`src/hw/rtl/psm_pkg.sv`:
```
// psm_pkg: shared constants, types and helpers of the pixel stack median block
// depends on nothing; used by every module under hw/rtl
package psm_pkg;

   localparam int MAX_IMAGES = 16;
   localparam int SAMPLE_W   = 8;
   localparam int CFG_W      = 5;
   localparam int CNT_W      = $clog2(MAX_IMAGES + 1);
   localparam int CMP_W      = (CFG_W > CNT_W) ? CFG_W : CNT_W;

   typedef logic [SAMPLE_W-1:0] sample_type;
   typedef logic [CNT_W-1:0]    count_type;
   typedef logic [CFG_W-1:0]    cfg_type;

   typedef struct packed {
      logic accept;
      logic occupied;
      logic slot;
      logic snap_load;
   } cell_ctl_type;

   // image count clamped to 1..MAX_IMAGES
   function automatic count_type effective_count(input cfg_type cfg);
      logic [CMP_W-1:0] c;
      count_type        r;
      c = CMP_W'(cfg);
      if (c == '0) begin
         r = count_type'(1);
      end else if (c > CMP_W'(MAX_IMAGES)) begin
         r = count_type'(MAX_IMAGES);
      end else begin
         r = count_type'(c);
      end
      return r;
   endfunction

endpackage

```
`src/hw/rtl/pixel_stack_median.sv`:
```
// pixel_stack_median: per-pixel median over a stack of gray images
// last sample loads the snapshot row; the median stage takes it and raises rsp_valid
// throughput: one sample per cycle unless stalled; every chain cell compares at once
// a finished chain is copied to a snapshot row so the next position starts at once
// reset (synchronous): store empty, image count 1, no result pending; no clearing pass
// depends on psm_pkg, psm_cell, psm_median
module pixel_stack_median (
   input  logic                clock,
   input  logic                reset,
   input  logic                req_valid,
   output logic                req_stall,
   input  psm_pkg::sample_type req_pixel_sample,
   output logic                rsp_valid,
   input  logic                rsp_stall,
   output psm_pkg::sample_type rsp_median_value,
   input  logic                csr_valid,
   output logic                csr_ready,
   input  psm_pkg::cfg_type    csr_num_images
);

   psm_pkg::cfg_type   cfg_ff, cfg_in;
   psm_pkg::count_type held_ff, held_in;
   psm_pkg::count_type snap_cnt_ff, snap_cnt_in;
   logic               snap_valid_ff, snap_valid_in;
   psm_pkg::count_type held_next;
   logic               accept, done, move, out_ready;

   psm_pkg::cell_ctl_type ctl   [psm_pkg::MAX_IMAGES];
   logic                  gts   [psm_pkg::MAX_IMAGES];
   psm_pkg::sample_type   vals  [psm_pkg::MAX_IMAGES];
   psm_pkg::sample_type   snaps [psm_pkg::MAX_IMAGES];

   assign csr_ready = 1'b1;
   assign accept    = req_valid && !req_stall;
   assign held_next = held_ff + psm_pkg::count_type'(1);
   assign done      = held_next >= psm_pkg::effective_count(cfg_ff);
   assign move      = snap_valid_ff && out_ready;
   assign req_stall = snap_valid_ff && !out_ready;

   for (genvar i = 0; i < psm_pkg::MAX_IMAGES; i++) begin : g_cell
      logic                left_gt;
      psm_pkg::sample_type left_val;
      if (i == 0) begin : g_first
         assign left_gt  = 1'b0;
         assign left_val = '0;
      end else begin : g_rest
         assign left_gt  = gts[i-1];
         assign left_val = vals[i-1];
      end
      assign ctl[i].accept    = accept;
      assign ctl[i].occupied  = psm_pkg::count_type'(i) < held_ff;
      assign ctl[i].slot      = psm_pkg::count_type'(i) == held_ff;
      assign ctl[i].snap_load = accept && done;
      psm_cell u_cell (
         .clock    (clock),
         .ctl      (ctl[i]),
         .sample   (req_pixel_sample),
         .left_gt  (left_gt),
         .left_val (left_val),
         .gt       (gts[i]),
         .val      (vals[i]),
         .snap     (snaps[i])
      );
   end

   psm_median u_median (
      .clock            (clock),
      .reset            (reset),
      .snap             (snaps),
      .count            (snap_cnt_ff),
      .take             (move),
      .ready            (out_ready),
      .rsp_valid        (rsp_valid),
      .rsp_stall        (rsp_stall),
      .rsp_median_value (rsp_median_value)
   );

   always_comb begin
      cfg_in        = (csr_valid && csr_ready) ? csr_num_images : cfg_ff;
      held_in       = held_ff;
      snap_cnt_in   = snap_cnt_ff;
      snap_valid_in = snap_valid_ff;
      if (move) begin
         snap_valid_in = 1'b0;
      end
      if (accept) begin
         if (done) begin
            held_in       = '0;
            snap_cnt_in   = held_next;
            snap_valid_in = 1'b1;
         end else begin
            held_in = held_next;
         end
      end
   end

   always_ff @(posedge clock) begin
      if (reset) begin
         cfg_ff        <= psm_pkg::cfg_type'(1);
         held_ff       <= '0;
         snap_valid_ff <= 1'b0;
      end else begin
         cfg_ff        <= cfg_in;
         held_ff       <= held_in;
         snap_valid_ff <= snap_valid_in;
      end
      snap_cnt_ff <= snap_cnt_in;
   end

   a_held_bound: assert property (@(posedge clock) disable iff (reset)
      held_ff < psm_pkg::count_type'(psm_pkg::MAX_IMAGES))
      else $error("store count out of range");

   a_held_step: assert property (@(posedge clock) disable iff (reset)
      accept && !done |=> held_ff == $past(held_ff) + psm_pkg::count_type'(1))
      else $error("store count did not advance");

   a_snap_load: assert property (@(posedge clock) disable iff (reset)
      accept && done |=> snap_valid_ff && snap_cnt_ff != '0)
      else $error("snapshot not loaded on position end");

   a_stall_cause: assert property (@(posedge clock) disable iff (reset)
      req_stall |-> snap_valid_ff && rsp_valid && rsp_stall)
      else $error("input stalled without a waiting result");

endmodule

```
`src/hw/rtl/psm_cell.sv`:
```
// psm_cell: one cell of the insertion chain, holds one sorted sample and its snapshot
// depends on psm_pkg
module psm_cell (
   input  logic                 clock,
   input  psm_pkg::cell_ctl_type ctl,
   input  psm_pkg::sample_type  sample,
   input  logic                 left_gt,
   input  psm_pkg::sample_type  left_val,
   output logic                 gt,
   output psm_pkg::sample_type  val,
   output psm_pkg::sample_type  snap
);

   psm_pkg::sample_type val_ff, val_in;
   psm_pkg::sample_type snap_ff, snap_in;

   assign gt = ctl.occupied && (val_ff > sample);

   always_comb begin
      val_in = val_ff;
      if (ctl.accept && (gt || ctl.slot)) begin
         val_in = left_gt ? left_val : sample;
      end
      snap_in = ctl.snap_load ? val_in : snap_ff;
   end

   always_ff @(posedge clock) begin
      val_ff  <= val_in;
      snap_ff <= snap_in;
   end

   assign val  = val_ff;
   assign snap = snap_ff;

endmodule

```
`src/hw/rtl/psm_median.sv`:
```
// psm_median: picks the two middle snapshot entries, averages them, holds the result
// depends on psm_pkg
module psm_median (
   input  logic                clock,
   input  logic                reset,
   input  psm_pkg::sample_type snap [psm_pkg::MAX_IMAGES],
   input  psm_pkg::count_type  count,
   input  logic                take,
   output logic                ready,
   output logic                rsp_valid,
   input  logic                rsp_stall,
   output psm_pkg::sample_type rsp_median_value
);

   logic                valid_ff, valid_in;
   psm_pkg::sample_type median_ff, median_in;
   psm_pkg::count_type  lo_idx, hi_idx;
   psm_pkg::sample_type lo_val, hi_val;
   logic [psm_pkg::SAMPLE_W:0] sum;

   always_comb begin
      lo_idx = (count - psm_pkg::count_type'(1)) >> 1;
      hi_idx = count >> 1;
      lo_val = '0;
      hi_val = '0;
      for (int i = 0; i < psm_pkg::MAX_IMAGES; i++) begin
         if (lo_idx == psm_pkg::count_type'(i)) begin
            lo_val = lo_val | snap[i];
         end
         if (hi_idx == psm_pkg::count_type'(i)) begin
            hi_val = hi_val | snap[i];
         end
      end
      sum = {1'b0, lo_val} + {1'b0, hi_val};
   end

   assign ready = !valid_ff || !rsp_stall;

   always_comb begin
      valid_in  = valid_ff;
      median_in = median_ff;
      if (take) begin
         valid_in  = 1'b1;
         median_in = sum[psm_pkg::SAMPLE_W:1];
      end else if (!rsp_stall) begin
         valid_in = 1'b0;
      end
   end

   always_ff @(posedge clock) begin
      if (reset) begin
         valid_ff <= 1'b0;
      end else begin
         valid_ff <= valid_in;
      end
      median_ff <= median_in;
   end

   assign rsp_valid        = valid_ff;
   assign rsp_median_value = median_ff;

endmodule

```
`config.mk`:
```
export PLATFORM = sky130hd
export DESIGN_NAME = pixel_stack_median
export DESIGN_NICKNAME = d
export VERILOG_FILES = /design/src/hw/rtl/psm_pkg.sv /design/src/hw/rtl/pixel_stack_median.sv /design/src/hw/rtl/psm_cell.sv /design/src/hw/rtl/psm_median.sv
export SDC_FILE = /design/constraint.sdc
export NUM_CORES = 1
export LEC_CHECK = 0
export ABC_AREA = 1
export BUFFER_PORTS_ARGS = -buffer_cell sky130_fd_sc_hd__buf_2
export CAP_MARGIN = 20
export CORE_ASPECT_RATIO = 1.1
export CORE_MARGIN = 1
export CORE_UTILIZATION = 55
export DETAILED_ROUTE_END_ITERATION = 10
export GPL_ROUTABILITY_DRIVEN = 1
export HOLD_SLACK_MARGIN = 0.12
export MAX_ROUTING_LAYER = met4
export PLACE_DENSITY = 0.69
export RECOVER_POWER = 50
export SLEW_MARGIN = 20
export SYNTH_ARGS = -nofsm -noshare
export SYNTH_HDL_FRONTEND = slang
export SYNTH_SLANG_ARGS = --single-unit
```
`constraint.sdc`:
```
create_clock -name clock -period 10.7 [get_ports clock]
set_input_delay 1.07 -clock clock [delete_from_list [all_inputs] [get_ports clock]]
set_output_delay 1.07 -clock clock [all_outputs]
set_load 0.005 [all_outputs]
```
Word-level counts from Yosys, hierarchy flattened
Index checks and enable logic that the tools add are counted.

operators by class
  add/sub/neg operators = 3
  equal/unequal tests = 46
  multiplexer cells = 71
  reduce and logical (&&, ||, !) cells = 62
  order comparisons = 34
  bitwise operators = 30

operators with widths
  kind                   count
  $mux W8                63
  $or A8 B8 Y8           30
  $gt A8 B8 Y1           16
  $eq A4 B4 Y1 const B   16
  $eq A4 B5 Y1 const A   8
  $lt A4 B5 Y1 const A   8
  $logic_and A1 B1 Y1    36
  $eq A4 B3 Y1 const B   8
  $eq A3 B5 Y1 const A   4
  $logic_not A5 Y1       4
  $lt A3 B5 Y1 const A   4
  $logic_or A1 B1 Y1     17
  $eq A4 B2 Y1 const B   4
  $mux W5                3
  $eq A2 B5 Y1 const A   2
  $lt A1 B5 Y1 const A   2
  $lt A2 B5 Y1 const A   2
  $add A8 B8 Y9          1
  $eq A4 B1 Y1 const B   2
  $add A5 B1 Y5 const B  1
  $eq A1 B5 Y1 const A   1
  $ge A5 B5 Y1           1
  $gt A5 B5 Y1 const B   1
  $mux W1                5
  other kinds (4)        7

word-level totals
  logic and storage cells = 284
  input port bits = 18
  bits in registers = 281

Logic depth before layout (Yosys ltp)
Gate-level depths: netlist (run 1).

  depth in word-level cells = 34
  gate-level depth with buffers = 22
  gate-level depth less buffers = 22

Modules after synthesis
From an unflattened synthesis (run 1), not the netlist that was laid out.

unflattened totals
  cell total of the unflattened synthesis = 2,208
  area total of the unflattened synthesis = 17,334.1 sq um

modules (own cells, without submodules)
  module                           instances  cells an instance  area each (sq um)
  psm_cell (g_cell[0].u_cell ...)  15         99                 844.6
  psm_median                       1          470                2,730.1
  pixel_stack_median               1          154                1,074.8
  psm_cell (g_cell[4].u_cell)      1          99                 860.8

Least setup slack after synthesis (run 1)
Ideal clock, no wire load.

  path type = input port to flip-flop
  start = input port rsp_stall
  end = register held_ff[1]
  setup time = 0.131 ns
  path buffers = 1
  arrival = 7.902 ns
  cell stages on the path = 9
  slack = 2.668 ns
  cell sequence = nand2_1 nor2_1 inv_1 nand2_1 buf_2 nor2_1 inv_1 nand2_1 a211oi_1

on the way
  cells in the longest elaborated chain, start to end = 6

ends and longest elaborated chain
  element               line                       text
  from (decl)           pixel_stack_median.sv:14   input logic rsp_stall,
  $logic_not A1 Y1      psm_median.sv:37           assign ready = !valid_ff || !rsp_stall;
  $logic_or A1 B1 Y1    psm_median.sv:37
  $logic_not A1 Y1      pixel_stack_median.sv:38   assign req_stall = snap_valid_ff && !out_ready;
  $logic_and A1 B1 Y1   pixel_stack_median.sv:38
  named net req_stall   pixel_stack_median.sv:11   output logic req_stall,
  $logic_not A1 Y1      pixel_stack_median.sv:34   assign accept = req_valid && !req_stall;
  $logic_and A1 B1 Y1   pixel_stack_median.sv:34
  to (signal assigned)  pixel_stack_median.sv:104  held_ff <= held_in;
  to (decl)             pixel_stack_median.sv:22   psm_pkg::count_type held_ff, held_in;

The timed path passes the listed nets, and every way through them passes these cells.
A chain may end at the register's enable or synchronous reset.

==> results of run 1 <==
## final cells by class
class	count	area [um^2]
Inverter	248	931
Clock inverter	23	298
Multi-Input combinational cell	1274	7400
Tap cell	363	454
Timing Repair Buffer	40	211
Sequential cell	281	7040
Antenna cell	3	7.51
Fill cell	2425	10800
Clock buffer	32	758
## power breakdown
part | switching, mW | internal, mW
clock | 0.456 | 0.661
sequential | 0.307 | 1.64
combinational | 1.10 | 0.548
total | 1.86 | 2.85
## worst paths after layout
kind,endpoint,slack (ns),cells past startpoint
max,g_cell[0].u_cell.snap[5],3.44,11
min,u_median.rsp_valid,0.48,2
max reg2reg,g_cell[0].u_cell.snap[5],3.44,11
min reg2reg,u_median.rsp_valid,0.48,2
## routing by layer
| metal | global-route usage, % | wire [um] | vias up |
|---|---|---|---|
| li1 | - | - | 6485 |
| met1 | 48.1 | 21800 | 6448 |
| met2 | 62.8 | 25600 | 722 |
| met3 | 5.85 | 4300 | 178 |
| met4 | 22.0 | 3480 | 0 |
| met5 | - | 0 | - |
## cells by family (layout without fill, tap and decap cells)
| group | after synthesis | in the layout |
|---|---|---|
| other cells | 1 | 4 |
| fa+ha+maj | 145 | 145 |
| flops | 281 | 281 |
| simple gates | 649 | 649 |
| buf+inv | 291 | 343 |
| xor+xnor | 5 | 5 |
| compound gates | 474 | 474 |
## per-stage QoR
step	hold slack, ns	std cells	setup WS (ns)
after CTS	0.479	2260	6.38
after global routing	0.509	2263	3.05
after floorplan	0.443	1846	2.67
final	0.481	2264	3.44
after global placement	0.473	2205	6.14
after detailed placement	0.475	2205	6.08
## registers in the layout (all words and copies together), names as in the netlist
| register | cells |
|---|---|
| snap_valid_ff | 1 |
| held_ff | 5 |
| snap_cnt_ff | 5 |
| u_median.rsp_valid | 1 |
| cfg_ff | 5 |
| g_cell.u_cell.val | 128 |
| u_median.rsp_median_value | 8 |
| g_cell.u_cell.snap | 128 |
## synth_stat cells (3+ instances only)
cell         n
dfxtp_1    140
o221ai_1     8
o21bai_1     3
o311ai_2     3
a21oi_1     79
a221oi_1    14
nor2_2      11
inv_1      243
nand3_1     63
o21ai_0    206
o211ai_2     3
a21oi_2      6
ha_1       144
nor2_1     115
xor2_1       5
o22ai_1     39
o21a_1      11
nand2_1    405
nand2_2      4
inv_2        5
a31oi_1     24
nor3_1      17
o2111ai_1   10
a22o_1       4
nand4_1     26
clkbuf_1    19
buf_4        6
a2111oi_0    4
buf_2       16
edfxtp_1   141
o21ai_1     10
o211ai_1    27
a211oi_1    13
## worst register-to-register path, delay by kind of cell (launching register included)
kind                     cells  cell delay, ns
adder cells (fa/ha/maj)      1            0.14
buffers and inverters        3            4.60
AO/OA/AOI/OAI                4            0.95
AND/OR/NAND/NOR              3            0.43
flip-flops                   1            0.67
==> results_dict.tcl, run 1 <==
set metrics [dict create \
    nNetsFinal 2038 \
    antenna_left 0 \
    cts_buffers 30 \
    rsz0062_at_grt "no" \
    setup_tns_ns 0 \
    clk_pin_slew_ns 0.06 \
    finalCriticalPeriod_ns 7.26 \
    clock-sinks 281 \
    arrival_ns 7.45 \
    synth_seq_cells 281 \
    crit_chain "nand2_1 > o21ai_0 > o21ai_0 > inv_1 > ha_1 > o21ai_0 > nand2_1 > a21oi_1 > nor2_4 > clkbuf_1 > buf_4" \
    yosys_most_used_dff "edfxtp_1" \
    rows 64 \
    synth_edf_count 141 \
    synthAdderAreaFrac_pct 11.6 \
    synth_area_per_cell_um2 8.47 \
    postLayoutCoreUtil_pct 61.4 \
    globalRouteOverflowTotal 0 \
    crit_type "register to register" \
    power.leakage_nw 7.42 \
    hold_buffers 0 \
    yosys.area_share.simple_pct 17.1 \
    hold_viol 0 \
    initial_core_util_pct 56.1 \
    grt_first_pass_wirelength_um 81200 \
    synth_top_family_by_area "compound AO/OA/AOI/OAI gates" \
    setup_viol 0 \
    synth.area.top_cells "edfxtp_1, dfxtp_1, ha_1" \
    violations "capacitance limit, slew limit" \
    max_clock_freq_mhz 138 \
    cp.required_ns 10.89 \
    cp_common_cell "o21ai_0" \
    groute.usage.overall_pct 39.4 \
    critPathCaptureType "register" \
    period_share_pct 67.9 \
    synth_top_area_share_pct 27.1 \
    cp_top_family "buffers and inverters" \
    synth_compound_area_share_pct 18.6 \
    io_pins 29 \
    cts_tree "yes" \
    final_max_slew_viol_count 115 \
    synthCells 1846 \
    area_growth_pct 9.33 \
    hp-class "register to register" \
    maxCapViolCount 3 \
    yosysTopAreaCell "edfxtp_1" \
    first_global_vias 13100 \
    layout-drive-gt1-share_pct 6.06 \
    dr.first_iter.drc_count 1577 \
    worst_slew_pin_slew_ns 4.75 \
    crit_path_start_kind "register" \
    drt_first_pass_iters 6 \
    r2r-start "held_ff[1]" \
    crit_start "held_ff[1]" \
    cp_max_fo 79 \
    dp_hpwl_um 41700 \
    wire_per_inst_um 24.4 \
    path_buf_inv 3 \
    synth_area_um2 15600 \
    via_per_inst 6.11 \
    total_power_mw 4.72 \
    mostFrequentLayoutCells "nand2_1, inv_1, o21ai_0" \
    die_w_um 163 \
    die_height_um 179 \
    slowest_delay_ns 3.29 \
    final_common_cell "nand2_1" \
    outcome "finished with violations" \
    finalClockSkew_ns 0.0228 \
    die_area_um2 29100 \
    yosysSeqAreaShare_pct 45.0 \
    slew_headroom_pct -217 \
    clk_latency_ns 0.58 \
    routed_wl_um 55200 \
    num_vias 13800 \
    ys_types 49 \
    muxShareOfSynthArea_pct 0 \
    synth_xor_xnor_area_share_pct 0.280 \
    core_region_area_um2 27900 \
    critical-path-slowest-cell "clkbuf_1" \
    cts.repair.resized 0 \
    grt_max_degree 80 \
    cts_root_buf "clkbuf_16" \
    drc 0 \
    ir_drop_v 0.000289 \
    async_flop_share_pct 0 \
    yosysWarnings 0 \
    cts_buffer_depth 3 \
    placed_area_um2 16100 \
    power_density_nw_per_um2 276 \
    antenna_found_initial 2 \
    place.gp.congestion 1.05 \
    h-tree-depth 1 \
    io_buffer_count 27 \
    synth_nets 2009 \
    cts_setup_buffers 0 \
    worstHoldStart "snap_valid_ff" \
    design_area_um2 17100 \
]
Note: power is estimated with default switching activity, not from simulation.
==> run 2, diff against run 1 <==
Clock period 10.7 ns to 7.2 ns, I/O delays scaled along.
==> results_dict.tcl, run 2 (synthesis results as in run 1) <==
set metrics [dict create \
    seqPwrFrac_pct 42.4 \
    hold_buffers 0 \
    power.switching_mw 2.72 \
    hp-class "input pin to register" \
    fill_cells 2514 \
    power_density_nw_per_um2 402 \
    period_share_pct 77.6 \
    final_common_cell "nand2_1" \
    h-tree-depth 1 \
    finalClockSkew_ns 0.0228 \
    total_power_mw 6.82 \
    cts_root_buf "clkbuf_16" \
    grt_max_degree 58 \
    area_growth_pct 8.66 \
    core_region_area_um2 27900 \
    rsz0062_at_grt "no" \
    violations "capacitance limit, slew limit" \
    cts_buffer_depth 3 \
    layout-drive-gt1-share_pct 5.49 \
    slew_headroom_pct -61.1 \
    groute.usage.overall_pct 39.1 \
    finalCriticalPeriod_ns 5.58 \
    grt_first_pass_wirelength_um 80700 \
    via_per_inst 6.10 \
    crit_type "register to register" \
    holdWs_ns 0.347 \
    hold_viol 0 \
    initial_core_util_pct 56.1 \
    antenna_found_initial 1 \
    num_vias 13800 \
    power.leakage_nw 7.37 \
    switching_share_pct 39.9 \
    die_w_um 163 \
    wire_per_inst_um 24.2 \
    r2r_slack_ns 1.62 \
    routed_wl_um 54600 \
    place.gp.congestion 1.07 \
    setup_viol 0 \
    clk_pin_slew_ns 0.06 \
    design_area_um2 17000 \
    ir_drop_v 0.000276 \
    cts_tree "yes" \
    clock-sinks 281 \
    drt_first_pass_iters 8 \
    dr.first_iter.drc_count 1295 \
    crit_path_start_kind "register" \
    globalRouteOverflowTotal 0 \
    cts.repair.resized 0 \
    drc 0 \
    setup_tns_ns 0 \
    worst_slew_pin_slew_ns 2.41 \
    p_int_mw 4.10 \
    crit_start "held_ff[1]" \
    dp_hpwl_um 41900 \
    cts_buffers 29 \
    placed_area_um2 16100 \
    cp.required_ns 7.36 \
    power_frac_comb_pct 35.7 \
    mostFrequentLayoutCells "nand2_1, inv_1, o21ai_0" \
    final_max_slew_viol_count 46 \
    io_buffer_count 27 \
    max_clock_freq_mhz 179 \
    pwr-share-clk_pct 21.9 \
    antenna_left 0 \
    worstHoldStart "reset" \
    r2r-start "held_ff[1]" \
    dp_slack_ns 2.62 \
    cts_setup_buffers 0 \
    arrival_ns 5.75 \
    die_area_um2 29100 \
    setup_slack_ns 1.62 \
    rows 64 \
    die_height_um 179 \
    critPathCaptureType "register" \
    clk_latency_ns 0.57 \
    outcome "finished with violations" \
    nNetsFinal 2035 \
    io_pins 29 \
    first_global_vias 13200 \
    cp_max_fo 51 \
    maxCapViolCount 2 \
]
## run 2: final timing paths
check / end / depth (start not counted)
worst min register to register: u_median.rsp_valid / 2
worst max register to register: g_cell[2].u_cell.snap[4] / 10
worst max-delay path: g_cell[2].u_cell.snap[4] / 10
worst min-delay path: snap_valid_ff / 2
## run 2: power groups by stage
stage | Sequential (mW) | Clock (mW) | Combinational [mW]
finish | 2.89 | 1.50 | 2.43
global route | 2.94 | 1.57 | 2.74
CTS | 2.88 | 1.51 | 2.40
detailed placement | 2.89 | 0 | 2.38
global placement | 2.90 | 0 | 2.30
floorplan | 2.70 | 0 | 1.74
## run 2: routing by layer
layer | part of all wire (%) | wire length, um | global-route usage (%)
met2 | 46 | 25400 | 63.3
met3 | 7.4 | 4070 | 4.83
met4 | 5.4 | 2970 | 18.5
met1 | 41 | 22300 | 48.8
met5 | 0 | 0 | -
## run 2: final cells by class
type | instances | area, um^2 | area share, %
flip-flops and latches | 281 | 7040 | 41.4
well taps | 363 | 454 | 2.67
inverters | 248 | 931 | 5.48
multi-input cells | 1274 | 7400 | 43.5
diodes | 1 | 2.50 | 0.0147
clock inverters | 18 | 179 | 1.05
clock buffers | 36 | 752 | 4.42
repair buffers | 38 | 243 | 1.43
## run 2: stage by stage
step / utilization (%) / cells
floorplan: - / 1846
global placement: 57.7 / 2201
detailed placement: 57.8 / 2202
CTS: 61.1 / 2256
global route: 61.0 / 2259
finish: 61.0 / 2259
## run 2: worst max-delay path, stage by stage, from the launching register on
cell	delay, ns
dfxtp_1	0.71
nand2_1	0.25
o21ai_0	0.52
o21ai_0	0.19
inv_1	0.14
ha_1	0.14
o21ai_0	0.08
nand2_1	0.08
a21oi_1	0.06
nor2_1	1.76
clkbuf_2	1.21
==> run 3, diff against run 2 <==
Clock period 7.2 ns to 5.7 ns, I/O delays scaled along.
==> results_dict.tcl, run 3 (synthesis results as in run 1) <==
set metrics [dict create \
    wire_per_inst_um 24.3 \
    r2r_cells 10 \
    cts_buffer_depth 3 \
    cts_buffers 29 \
    first_global_vias 13100 \
    placed_area_um2 16100 \
    setup_tns_ns 0 \
    postLayoutCoreUtil_pct 61.1 \
    globalRouteOverflowTotal 0 \
    maxCapViolCount 2 \
    hp-class "input pin to register" \
    design_area_um2 17000 \
    num_vias 13900 \
    cp_max_fo 16 \
    layout-drive-gt1-share_pct 5.63 \
    power_density_nw_per_um2 511 \
    arrival_ns 5.11 \
    cts_tree "yes" \
    crit_start "req_pixel_sample[7]" \
    slew_headroom_pct -13.9 \
    io_buffer_count 27 \
    violations "capacitance limit, slew limit" \
    final_max_slew_viol_count 35 \
    critical-path-slowest-cell "a21oi_1" \
    total_power_mw 8.70 \
    period_share_pct 85.1 \
    worst_slew_pin_slew_ns 1.68 \
    max_clock_freq_mhz 206 \
    grt_max_degree 96 \
    via_per_inst 6.14 \
    rsz0062_at_grt "no" \
    finalCriticalPeriod_ns 4.85 \
    clk_latency_ns 0.59 \
    drt_first_pass_iters 6 \
    place.gp.congestion 1.07 \
    area_growth_pct 8.94 \
    setup_viol 0 \
    setup_slack_ns 0.849 \
    dr.first_iter.drc_count 1478 \
    r2r_end "g_cell[1].u_cell.snap[3]" \
    crit_type "input pin to register" \
    crit_chain "clkbuf_1 > inv_1 > clkbuf_1 > ha_1 > nand2_1 > inv_1 > nand3_1 > o211ai_1 > nand2_4 > a21oi_1 > o21ai_0" \
    cts_root_buf "clkbuf_16" \
    routed_wl_um 55100 \
    critPathCaptureType "register" \
    antenna_left 0 \
    mostFrequentLayoutCells "nand2_1, inv_1, o21ai_0" \
    antenna_found_initial 0 \
    crit_path_start_kind "input pin" \
    h-tree-depth 1 \
    die_w_um 163 \
    ir_drop_v 0.000371 \
    clock-sinks 281 \
    clk_pin_slew_ns 0.06 \
    cp.required_ns 5.96 \
    die_area_um2 29100 \
    hold_buffers 0 \
    path_buf_inv 4 \
    finalClockSkew_ns 0.0221 \
    r2r-start "held_ff[1]" \
    slowest_delay_ns 0.85 \
    grt_first_pass_wirelength_um 80500 \
    cp_top_family "buffers and inverters" \
    dp_slack_ns 1.46 \
    cts_setup_buffers 0 \
    cts.repair.resized 0 \
    rows 64 \
    critPathCapture "g_cell[8].u_cell.snap[6]" \
    groute.usage.overall_pct 39.2 \
    io_pins 29 \
    dp_hpwl_um 42400 \
    outcome "finished with violations" \
    crit_cells 11 \
    core_region_area_um2 27900 \
    final_common_cell "nand2_1" \
    hold_viol 0 \
    initial_core_util_pct 56.1 \
    diodes 0 \
    drc 0 \
    r2r_slack_ns 1.57 \
    die_height_um 179 \
    nNetsFinal 2039 \
    power.leakage_nw 7.41 \
]
==> run 3: cell types whose count changed in the layout (fill, tap and decap cells not counted), sizes merged <==
cell      delta
clkbuf       +9
buf          +3
clkinvlp     -3
clkinv       -7
diode        -1
bufinv       +1
inv          +1
==> run 3: area by class of cell <==
class	count	area, um^2
Fill cell	2512	10800
Multi-Input combinational cell	1274	7400
Sequential cell	281	7040
Inverter	248	931
Clock buffer	44	812
Tap cell	363	454
Timing Repair Buffer	42	240
Clock inverter	10	164
==> run 3: power breakdown <==
group | internal (mW) | switching (mW) | total, mW
Combinational | 1.03 | 2.02 | 3.05
Sequential | 3.07 | 0.596 | 3.67
Clock | 1.16 | 0.813 | 1.98
==> run 3: worst reg2reg max path: stages, from the launching register on <==
cell	delay, ns
dfxtp_1	0.75
nand2_1	0.24
o21ai_0	0.55
o21ai_0	0.22
inv_1	0.19
ha_1	0.14
o21ai_0	0.07
nand2_1	0.06
a21oi_1	0.06
nor2_1	0.83
buf_12	0.49
==> run 3: worst min-delay path by stage <==
stage,from,end,slack (ns),cells after the start
floorplan,cfg_ff[0],cfg_ff[0],0.44,2
global route,reset,snap_valid_ff,0.16,2
finish,reset,snap_valid_ff,0.17,2
global placement,cfg_ff[0],cfg_ff[0],0.47,2
detailed placement,cfg_ff[0],cfg_ff[0],0.47,2
CTS,reset,snap_valid_ff,0.16,2
==> run 3: stage by stage <==
step | hold slack (ns) | cells
3_3_place_gp | 0.468 | 2206
5_1_grt | 0.165 | 2262
6_report | 0.170 | 2262
3_5_place_dp | 0.466 | 2206
4_1_cts | 0.161 | 2260
2_1_floorplan | 0.443 | 1846
==> run 3: metal layers <==
layer	vias to the layer above	wire length [um]	global-route usage, %	part of all wire, %
met5	-	0	-	0
met3	170	4320	5.18	7.8
met2	675	25100	62.8	46
met1	6561	21900	47.8	40
li1	6474	-	-	-
met4	0	3730	21.7	6.8
